[config.mk]
export PLATFORM = sky130hd
export DESIGN_NAME = msb_ctrl
export DESIGN_NICKNAME = d
export VERILOG_FILES = /design/src/hw/rtl/msb_pkg.sv /design/src/hw/rtl/msb_ctrl.sv
export SDC_FILE = /design/constraint.sdc
export NUM_CORES = 1
export LEC_CHECK = 0
export CAP_MARGIN = 5
export CORE_AREA = 5 5 42 44
export CTS_BUF_LIST = sky130_fd_sc_hd__clkbuf_16
export DETAILED_ROUTE_END_ITERATION = 6
export DIE_AREA = 0 0 47 49
export DONT_BUFFER_PORTS = 1
export PLACE_DENSITY = 0.3
export SKIP_LAST_GASP = 1
export SYNTH_ARGS = -nofsm -noshare
export SYNTH_HDL_FRONTEND = slang
export SYNTH_SLANG_ARGS = --single-unit
[constraint.sdc]
create_clock -name clk -period 1.1 [get_ports clk]
set_clock_uncertainty 0.1 [all_clocks]
set_input_delay 0.055 -clock clk [delete_from_list [all_inputs] [get_ports clk]]
set_output_delay 0.055 -clock clk [all_outputs]
set_load 0.01 [all_outputs]
[src/hw/rtl/msb_pkg.sv]
`timescale 1ns / 1ps

package msb_pkg;

  // default sizes
  localparam int NUM_STACKS_DEF = 8;
  localparam int NUM_SLOTS_DEF  = 256;

  // field widths
  localparam int CMD_W  = 1;
  localparam int SID_W  = 3;
  localparam int VAL_W  = 32;
  localparam int STAT_W = 2;

  // operation codes
  localparam logic [CMD_W-1:0] OP_PUSH = 1'b0;
  localparam logic [CMD_W-1:0] OP_POP  = 1'b1;

  // status codes
  localparam logic [STAT_W-1:0] ST_OK        = 2'd0;
  localparam logic [STAT_W-1:0] ST_OVERFLOW  = 2'd1;
  localparam logic [STAT_W-1:0] ST_UNDERFLOW = 2'd2;

  // controller to datapath strobes
  typedef struct packed {
    logic accept;  // latch word, read stack-top store
    logic fetch;   // pick slot, read link and data stores
    logic commit;  // write back, load result register
  } ctrl_cmd_t;

endpackage

[src/hw/rtl/msb_ctrl.sv]
`timescale 1ns / 1ps

module msb_ctrl (
  input  logic               clk,
  input  logic               rst_n,
  input  logic               in_tvalid,
  output logic               in_tready,
  output logic               out_tvalid,
  input  logic               out_tready,
  output msb_pkg::ctrl_cmd_t cmd
);

  localparam logic [1:0] S_IDLE   = 2'd0;
  localparam logic [1:0] S_FETCH  = 2'd1;
  localparam logic [1:0] S_COMMIT = 2'd2;

  logic [1:0] state_r, state_nxt;
  logic       out_valid_r, out_valid_nxt;
  logic       load_ok;

  assign in_tready  = (state_r == S_IDLE);
  assign out_tvalid = out_valid_r;
  // result register free, or emptied this cycle
  assign load_ok    = !out_valid_r || out_tready;

  always_comb begin
    state_nxt  = state_r;
    cmd.accept = 1'b0;
    cmd.fetch  = 1'b0;
    cmd.commit = 1'b0;
    case (state_r)
      S_IDLE: begin
        if (in_tvalid) begin
          cmd.accept = 1'b1;
          state_nxt  = S_FETCH;
        end
      end
      S_FETCH: begin
        cmd.fetch = 1'b1;
        state_nxt = S_COMMIT;
      end
      S_COMMIT: begin
        if (load_ok) begin
          cmd.commit = 1'b1;
          state_nxt  = S_IDLE;
        end
      end
      default: begin
        state_nxt = S_IDLE;
      end
    endcase
  end

  always_comb begin
    out_valid_nxt = out_valid_r;
    if (cmd.commit) begin
      out_valid_nxt = 1'b1;
    end else if (out_tready) begin
      out_valid_nxt = 1'b0;
    end
  end

  always_ff @(posedge clk) begin
    if (!rst_n) begin
      state_r     <= S_IDLE;
      out_valid_r <= 1'b0;
    end else begin
      state_r     <= state_nxt;
      out_valid_r <= out_valid_nxt;
    end
  end

  // a word in flight blocks the input until its commit
  a_busy_after_accept: assert property (@(posedge clk) disable iff (!rst_n)
    (in_tvalid && in_tready) |=> !in_tready)
    else $error("input taken again before commit");

  // an unread result is never overwritten
  a_no_overwrite: assert property (@(posedge clk) disable iff (!rst_n)
    (out_valid_r && !out_tready) |-> !cmd.commit)
    else $error("result register overwritten");

  // every commit presents a result next cycle
  a_commit_shows: assert property (@(posedge clk) disable iff (!rst_n)
    cmd.commit |=> out_valid_r)
    else $error("commit without result");

endmodule

==> results of run 1 <==
-- kinds of logic after synthesis --
kind of cell	Yosys count
buffers and inverters	1
DFF	3
and+or+nand+nor	8
AOI/OAI and AO/OA	2
-- what timing repair did --
item | CTS | global route
setup buffers | 0 | 0
endpoints found under the hold margin | 3 | 0
hold buffers | 2 | 0
endpoints found under the setup margin | 1 | 2
resized for setup | 1 | 3
pin swaps | 0 | 1
-- layout by cell type (no fill, tap or decap) --
cell type | netlist | final
a21boi_0 | 1 | 1
nand2b_1 | 2 | 1
and4bb_1 | 1 | 1
nand2b_4 | 0 | 1
clkbuf_16 | 0 | 3
dfxtp_2 | 0 | 1
and2b_4 | 1 | 1
nor2_1 | 1 | 1
o21a_1 | 1 | 1
nor3b_2 | 1 | 1
and2_1 | 1 | 1
inv_1 | 0 | 1
dfxtp_1 | 3 | 2
dlygate4sd3_1 | 0 | 2
buf_4 | 1 | 1
nor2b_4 | 0 | 1
-- flip-flops by register name (all words and copies together), names as in the netlist --
| register | cells |
|---|---|
| out_tvalid | 1 |
| state_r | 2 |
-- worst max-delay path by stage --
stage	startpoint	end	slack, ns	cells after the start
2_1_floorplan	state_r[1]	state_r[1]	0.15	2
3_3_place_gp	state_r[1]	state_r[1]	0.13	2
3_5_place_dp	state_r[1]	state_r[1]	0.09	2
4_1_cts	out_tready	cmd[0]	0.01	3
5_1_grt	out_tready	cmd[0]	0.007	3
6_report	out_tready	cmd[0]	0.03	3
-- area by class of cell --
class / count / area (µm²)
Fill cell: 162 / 1120
Multi-Input combinational cell: 10 / 93.8
Clock buffer: 3 / 75.1
Sequential cell: 3 / 61.3
Timing Repair Buffer: 3 / 27.5
Tap cell: 16 / 20.0
Clock inverter: 1 / 3.75
-- per-stage QoR --
stage                     power (mW)  cells  cell area (µm²)  setup slack [ns]
after floorplan                0.145     14              146             0.148
final                          0.720     36              282            0.0271
after CTS                      0.725     36              268            0.0136
after detailed placement       0.152     30              166            0.0933
after global placement         0.151     30              166             0.131
after global routing           0.753     36              282           0.00688
-- power by group through the flow --
stage | Sequential (mW) | Combinational (mW) | Clock, mW
3_5_place_dp | 0.123 | 0.0288 | 0
2_1_floorplan | 0.121 | 0.0242 | 0
5_1_grt | 0.124 | 0.0420 | 0.587
6_report | 0.123 | 0.0390 | 0.558
4_1_cts | 0.122 | 0.0358 | 0.568
3_3_place_gp | 0.122 | 0.0292 | 0
-- routing by layer --
layer	part of all wire (%)	track usage, %	up-vias	wire [µm]
li1	-	-	59	-
met1	44	5.26	52	163
met2	27	3.17	11	100
met3	26	7.01	2	94
met4	2.2	4.15	0	8
met5	0	0	-	0
==> impl_metrics.ini, run 1 <==
[run_status]
status = completed

[logic_synthesis]
synth_compound_area_share_pct = 10.3
synthMuxAreaShare_pct = 0
synthCells = 14
yosysSeqAreaShare_pct = 41.0
synth_top_family_by_area = simple AND/OR/NAND/NOR gates
synth_area_leaders = dfxtp_1, and4bb_1, nand2b_1, nor3b_2, and2b_4
avgSynthCellArea_um2 = 10.5
synth_nets = 18
ys.flop_type = dfxtp_1
synthArstFlopShare_pct = 0
synthXorXnorAreaFrac_pct = 0
synthAdderAreaFrac_pct = 0
ys_top_cells_by_count = dfxtp_1, nand2b_1
ys_seq_elements = 3
yosys.area.top_type_share_pct = 41.0
yosys.area_share.simple_pct = 43.6
post-synth-top-area-cell = dfxtp_1
ys_types = 11
synth.most_common_cell = dfxtp_1
synth_edf_count = 0
synth_area_um2 = 146
yosys_warnings = 0

[route]
dr.pass1.iters = 2
final_antenna_net_count = 0
drcViolationCount = 0
drt-initial-drc-count = 1
wl_per_cell_um = 10.2
viasPerCell = 3.44
finalWirelength_um = 367
num_vias = 124

[critical_path]
max_stage_delay_ns = 0.54
crit_slowest_cell = dlygate4sd3_1
critPathBufInv = 1
critPathArrivalTime_ns = 0.92
worstSetupPathType = in2out
worstSetupStartpointType = input port
cp.required_ns = 0.94
cp_top_family = buffers and inverters
reg2reg_to = state_r[1]
reg2reg_depth = 2
crit_chain = dlygate4sd3_1, nand2b_1, nor2b_4
reg2reg_setup_slack_ns = 0.11
crit_fanout = 2
cp-end-kind = output pin
reg2reg_from = state_r[1]

[clocking]
clock_sinks = 3
clk_latency_ns = 0.22
cts_made_buffers = 3
cts_tree = done
htreeDepth = 1
cts_root_buffer = clkbuf_16
cts_buffer_depth = 2
path_clk_slew_ns = 0.03

[pwr]
pwr-share-seq_pct = 17.1
power.switching_mw = 0.113
p_per_area_mw_per_mm2 = 2560
switching_share_pct = 15.7
vdd_drop_max_uv = 1060
clkPwrFrac_pct = 77.5
p_leak_nw = 0.122
p_comb_share_pct = 5.4
p_int_mw = 0.607

[global_routing]
grtUsageTotal_pct = 4.64
grt_overflow_total = 0
grt_max_degree = 6
grt_pass1_wl_um = 634
grt_pass1_vias = 152
antenna_found_initial = 0

[min_path]
hold_end = state_r[0]
worstHoldPathCells = 2
worstHoldStart = in_tvalid
hold_class = in2reg

[layout]
layout.nets = 25
drive_above_1_share_pct = 45.0
fin_util_pct = 20.1
diodes = 0
areaGrowthSynthToFinish_pct = 92.3

[floorplan]
die_w_um = 47
die-height_um = 49
io_pins = 9
start_util_pct = 10.4
dieArea_mm2 = 0.00230
core_area_mm2 = 0.00140
rows = 14

[timing]
slew_violations = 0
hold_viol_final = 0
period_share_pct = 97.5
rsz0062_at_grt = false
relSlewSlack_pct = 85.8
finalSetupViolCount = 0
holdWs_ns = 0.0559
finalSetupTns_ns = 0
tightest_slew_ns = 0.212
max_freq_ghz = 0.932
post-route-min-period_ns = 1.07

[placed_design]
gp_congestion = 0.652
dp_hpwl_um = 260
io_buffers = 0

[flow_run]
maxCapViolCount = 0
(Power assumes the default switching activity.)
==> inputs of run 2 (changes only) <==
--- a/config.mk
+++ b/config.mk
@@ -5,6 +5,7 @@
 export SDC_FILE = /design/constraint.sdc
 export NUM_CORES = 1
 export LEC_CHECK = 0
+export ABC_AREA = 1
 export CAP_MARGIN = 5
 export CORE_AREA = 5 5 42 44
 export CTS_BUF_LIST = sky130_fd_sc_hd__clkbuf_16
==> run 2 against run 1 <==
First-iteration DRC count rose to 3.0 times the previous value. Cell area grew 11%. Wire length rose by 9.0%. Global-route usage decreased by 0.28 points. Register-to-register slack gained 0.07 ns. Cell count increased by 28%. Sequential power about the same. Die area unchanged. Critical endpoint unchanged.
==> impl_metrics.ini, run 2 <==
[logic_synthesis]
synthArstFlopShare_pct = 0
post-synth-top-area-cell = dfxtp_1
ys.flop_type = dfxtp_1
ys_types = 12
yosys_warnings = 0
ys_seq_elements = 3
synthCells = 21
yosys.area.top_type_share_pct = 38.1
synth_area_leaders = dfxtp_1, inv_1, nand2_1, nor2_4, nor3_2
synth_area_um2 = 158
synth.most_common_cell = inv_1
synth_edf_count = 0
synth_nets = 25
yosysSeqAreaShare_pct = 38.1
ys_top_cells_by_count = inv_1, dfxtp_1, nand2_1
avgSynthCellArea_um2 = 7.51

[layout]
layout_commonest_cell = inv_1
regMostFlops = state_r
layout.nets = 35
stdcell_count = 46
largest_reg_flops = 2
diodes = 0
regArea_um2 = 62.6
fillers = 158
drive_above_1_share_pct = 53.3
final_cell_mix = inv_1, nand2_1, clkbuf_16, dlygate4sd3_1, buf_4
areaGrowthSynthToFinish_pct = 97.6
fin_util_pct = 22.2
multi_input_area_um2 = 71.3

[route]
drcViolationCount = 0
wl_per_cell_um = 8.70
viasPerCell = 3.26
final_antenna_net_count = 0
dr.pass1.iters = 4
drt-initial-drc-count = 3
finalWirelength_um = 400
num_vias = 150

[critical_path]
max_stage_delay_ns = 0.57
critPathArrivalTime_ns = 0.93
reg2reg_to = state_r[1]
crit_chain = dlygate4sd3_1, nor2_4, nor3_2, buf_4
reg2reg_setup_slack_ns = 0.18
crit_slowest_cell = dlygate4sd3_1
cp-end-kind = output pin
reg2reg_from = out_tvalid
crit_fanout = 3
worstSetupPathType = in2out
worstSetupStartpointType = input port
reg2reg_depth = 5
cp.required_ns = 0.94

[timing]
slew_violations = 0
relSlewSlack_pct = 90.3
layout_setup_ws_ns = 0.0147
holdWs_ns = 0.445
max_freq_ghz = 0.921
period_share_pct = 98.7
tightest_slew_ns = 0.145
finalSetupTns_ns = 0
rsz0062_at_grt = false
finalSetupViolCount = 0
hold_viol_final = 0
post-route-min-period_ns = 1.09

[clocking]
clk_latency_ns = 0.22
cts_root_buffer = clkbuf_16
clock_sinks = 3
cts_tree = done
cts_buffer_depth = 2
htreeDepth = 1
cts_made_buffers = 3
path_clk_slew_ns = 0.03

[pwr]
power.switching_mw = 0.128
p_per_area_mw_per_mm2 = 2350
p_int_mw = 0.604
vdd_drop_max_uv = 889
switching_share_pct = 17.5
p_leak_nw = 0.144
clkPwrFrac_pct = 77.0
p_comb_share_pct = 6.6
pwr-share-seq_pct = 16.4

[flow_run]
maxCapViolCount = 0

[floorplan]
die-height_um = 49
dieArea_mm2 = 0.00230
core_area_mm2 = 0.00140
rows = 14
die_w_um = 47
io_pins = 9
start_util_pct = 11.2

[global_routing]
grt_overflow_total = 0
antenna_found_initial = 0
grt_pass1_wl_um = 607
grt_pass1_vias = 147
grtUsageTotal_pct = 4.37
grt_max_degree = 5

[placed_design]
dp_hpwl_um = 274
gp_congestion = 0.696
placed_cells = 38
pre_cts_ws_ns = 0.228
io_buffers = 0

[min_path]
hold_class = in2reg
worstHoldStart = rst_n
worstHoldPathCells = 2
hold_end = out_tvalid

[run_status]
status = completed
[run 2: cell count changes in the layout (fill, tap and decap cells not counted), sizes merged, moves of 2 or more]
cell,previous run,this run
nand2b,2,0
nor3,0,2
buf,1,3
nor2,1,3
inv,1,8
nand2,0,3
[run 2: layer usage]
layer  global-route usage [%]  wire, µm  up-vias  share of wire [%]
met2                     3.17       128       11                 32
met5                        0         0        -                  0
met4                     2.76         0        0                  0
met3                     7.01        69        0                 17
li1                         -         -       77                  -
met1                     5.05       202       62                 51
[run 2: cell families (layout without fill, tap and decap cells)]
kind of cell,Yosys count,after routing,synth area share [%]
AND/OR/NAND/NOR,8,8,30.2
buffers and inverters,8,17,21.4
AO/OA/AOI/OAI,2,2,10.3
flip-flops,3,3,38.1
[run 2: layout make-up]
cell class,count,area share [%]
Sequential cell,3,20.1
Clock buffer,3,24.1
Tap cell,16,6.43
Multi-Input combinational cell,10,22.9
Timing Repair Buffer,6,16.9
Clock inverter,1,1.20
Inverter,7,8.43
[run 2: repair_timing]
action | CTS | global route
hold buffers | 2 | 1
gates resized for setup | 1 | 4
endpoints found under the setup margin | 1 | 3
buffers inserted | 0 | 1
endpoints found under the hold margin | 3 | 1
pin swaps | 0 | 1
[run 2: worst max-delay path by stage]
| stage | from | endpoint | slack [ns] | cells after the start |
|---|---|---|---|---|
| after floorplan | out_tvalid | cmd[0] | 0.24 | 4 |
| after global placement | out_tvalid | cmd[0] | 0.24 | 4 |
| after detailed placement | out_tvalid | cmd[0] | 0.23 | 4 |
| after CTS | state_r[1] | cmd[2] | 0.03 | 3 |
| after global routing | out_tready | cmd[0] | 0.0007 | 4 |
| final | out_tready | cmd[0] | 0.01 | 4 |
[run 2: critical path: cells and delay by family]
family                 cells  cell delay, ns
buffers and inverters      2            0.71
and+or+nand+nor            2            0.17
[run 2: power groups by stage]
stage | clock network, mW | logic [mW] | registers (mW)
after floorplan | 0 | 0.0287 | 0.120
after global placement | 0 | 0.0349 | 0.120
after CTS | 0.574 | 0.0425 | 0.119
after detailed placement | 0 | 0.0352 | 0.120
final | 0.564 | 0.0485 | 0.120
after global routing | 0.599 | 0.0538 | 0.121
[run 2: through the flow]
step	area (µm²)	power [mW]
CTS	289	0.736
floorplan	158	0.149
global route	312	0.773
global placement	185	0.155
finish	312	0.733
detailed placement	185	0.155
==> inputs of run 3 (changes only) <==
==> constraint.sdc (replaced) <==
create_clock -name clk -period 1.1 [get_ports clk]
set_clock_uncertainty 0.1 [all_clocks]
set_input_delay 0.055 -clock clk [delete_from_list [all_inputs] [get_ports clk]]
set_output_delay 0.055 -clock clk [all_outputs]
set_load 0.005 [all_outputs]
==> run 3 against run 2 <==
Hold slack got worse by 0.0090 ns. Critical path depth fell by 1. Utilization fell by 2.0 points. Cell area fell by 8.8%. Sequential power barely moved. Wire length fell by 11%. Global-route usage fell by 0.35 points. Die area did not move. Cell count fell by 6.5%. Largest cell class unchanged. Largest power group unchanged.
==> impl_metrics.ini, run 3 (synthesis gave the netlist of run 2 again) <==
[pwr]
pwr-share-seq_pct = 16.6
power.switching_mw = 0.121
p_comb_share_pct = 5.2
vdd_drop_max_uv = 755
p_leak_nw = 0.128
p_int_mw = 0.599
switching_share_pct = 16.8
p_per_area_mw_per_mm2 = 2530
design_power_total_mw = 0.720
clkPwrFrac_pct = 78.2

[route]
wl_per_cell_um = 8.30
drcViolationCount = 0
drt-initial-drc-count = 6
final_antenna_net_count = 0
dr.pass1.iters = 4
finalWirelength_um = 357
num_vias = 141
viasPerCell = 3.28

[layout]
largest_reg_flops = 2
layout.nets = 32
drive_above_1_share_pct = 33.3
final_cell_mix = inv_1, nand2_1, clkbuf_16, dlygate4sd3_1, dfxtp_1
areaGrowthSynthToFinish_pct = 80.2
diodes = 0
fillers = 159
layout_commonest_cell = inv_1
regMostFlops = state_r

[placed_design]
io_buffers = 0
pre_cts_ws_ns = 0.254
gp_congestion = 0.676

[floorplan]
io_pins = 9
die-height_um = 49
dieArea_mm2 = 0.00230
core_area_mm2 = 0.00140
rows = 14
start_util_pct = 11.2
die_w_um = 47

[critical_path]
critPathArrivalTime_ns = 0.85
cp-end-kind = output pin
worstSetupPathType = reg2out
cp.required_ns = 0.94
crit_fanout = 4
worstSetupStartpointType = flip-flop

[clocking]
clock_sinks = 3
htreeDepth = 1
cts_made_buffers = 3
cts_tree = done
cts_buffer_depth = 2
postCtsSetupBuffers = 0
path_clk_slew_ns = 0.03
clk_latency_ns = 0.22
cts_root_buffer = clkbuf_16

[min_path]
hold_class = in2reg

[global_routing]
grt_pass1_wl_um = 565
grt_pass1_vias = 150
grt_overflow_total = 0
grt_max_degree = 5
antenna_found_initial = 0
grtUsageTotal_pct = 4.01

[timing]
relSlewSlack_pct = 88.4
layout_setup_ws_ns = 0.0901
slew_violations = 0
rsz0062_at_grt = true
tightest_slew_ns = 0.173
finalSetupViolCount = 0
period_share_pct = 91.8
max_freq_ghz = 0.990
post-route-min-period_ns = 1.01
hold_viol_final = 0

[run_status]
status = completed

[flow_run]
maxCapViolCount = 0
run 3: worst max-delay path: stages, from the launching register on:
cell	delay, ns
dfxtp_1	0.39
inv_1	0.06
nand2_1	0.11
nor2_1	0.07
run 3: stage by stage:
step                setup TNS, ns  instance area [µm²]  instances  hold WS [ns]  utilization (%)
finish                          0                  284         43         0.436             20.3
global route              -0.0143                  284         43         0.469             20.3
CTS                             0                  279         43         0.437             19.9
detailed placement              0                  170         36        0.0787             12.1
global placement                0                  170         36        0.0763             12.1
floorplan                       0                  158         21        0.0725                -
run 3: power groups by stage:
stage / Sequential (mW) / Clock, mW / Combinational, mW
after floorplan: 0.120 / 0 / 0.0247
after global placement: 0.120 / 0 / 0.0267
after detailed placement: 0.120 / 0 / 0.0269
after CTS: 0.119 / 0.576 / 0.0372
after global routing: 0.120 / 0.593 / 0.0430
final: 0.119 / 0.563 / 0.0377
run 3: per-layer routing:
metal | wire [µm] | track usage, % | part of all wire (%)
met1 | 194 | 4.61 | 54
met3 | 72 | 6.64 | 20
met2 | 90 | 2.71 | 25
met5 | 0 | 0 | 0
met4 | 0 | 2.76 | 0
run 3: worst paths after layout:
kind | start | endpoint | slack [ns] | cells after the start
max | state_r[0] | cmd[2] | 0.09 | 3
max reg2reg | out_tvalid | state_r[1] | 0.24 | 4
min | rst_n | out_tvalid | 0.44 | 2
min reg2reg | state_r[0] | state_r[1] | 0.46 | 2
run 3: cell type report:
type | count | area (µm²) | share of cell area [%]
Inverter | 7 | 26.3 | 9.25
Timing Repair Buffer | 3 | 30.0 | 10.6
Clock buffer | 3 | 75.1 | 26.4
Clock inverter | 1 | 3.75 | 1.32
Multi-Input combinational cell | 10 | 68.8 | 24.2
Tap cell | 16 | 20.0 | 7.05
Sequential cell | 3 | 60.1 | 21.1
run 3: what timing repair did:
item,in CTS,in global routing
endpoints found under the setup margin,0,1
hold endpoints to repair,3,0
hold buffers,3,0
resized for setup,0,1
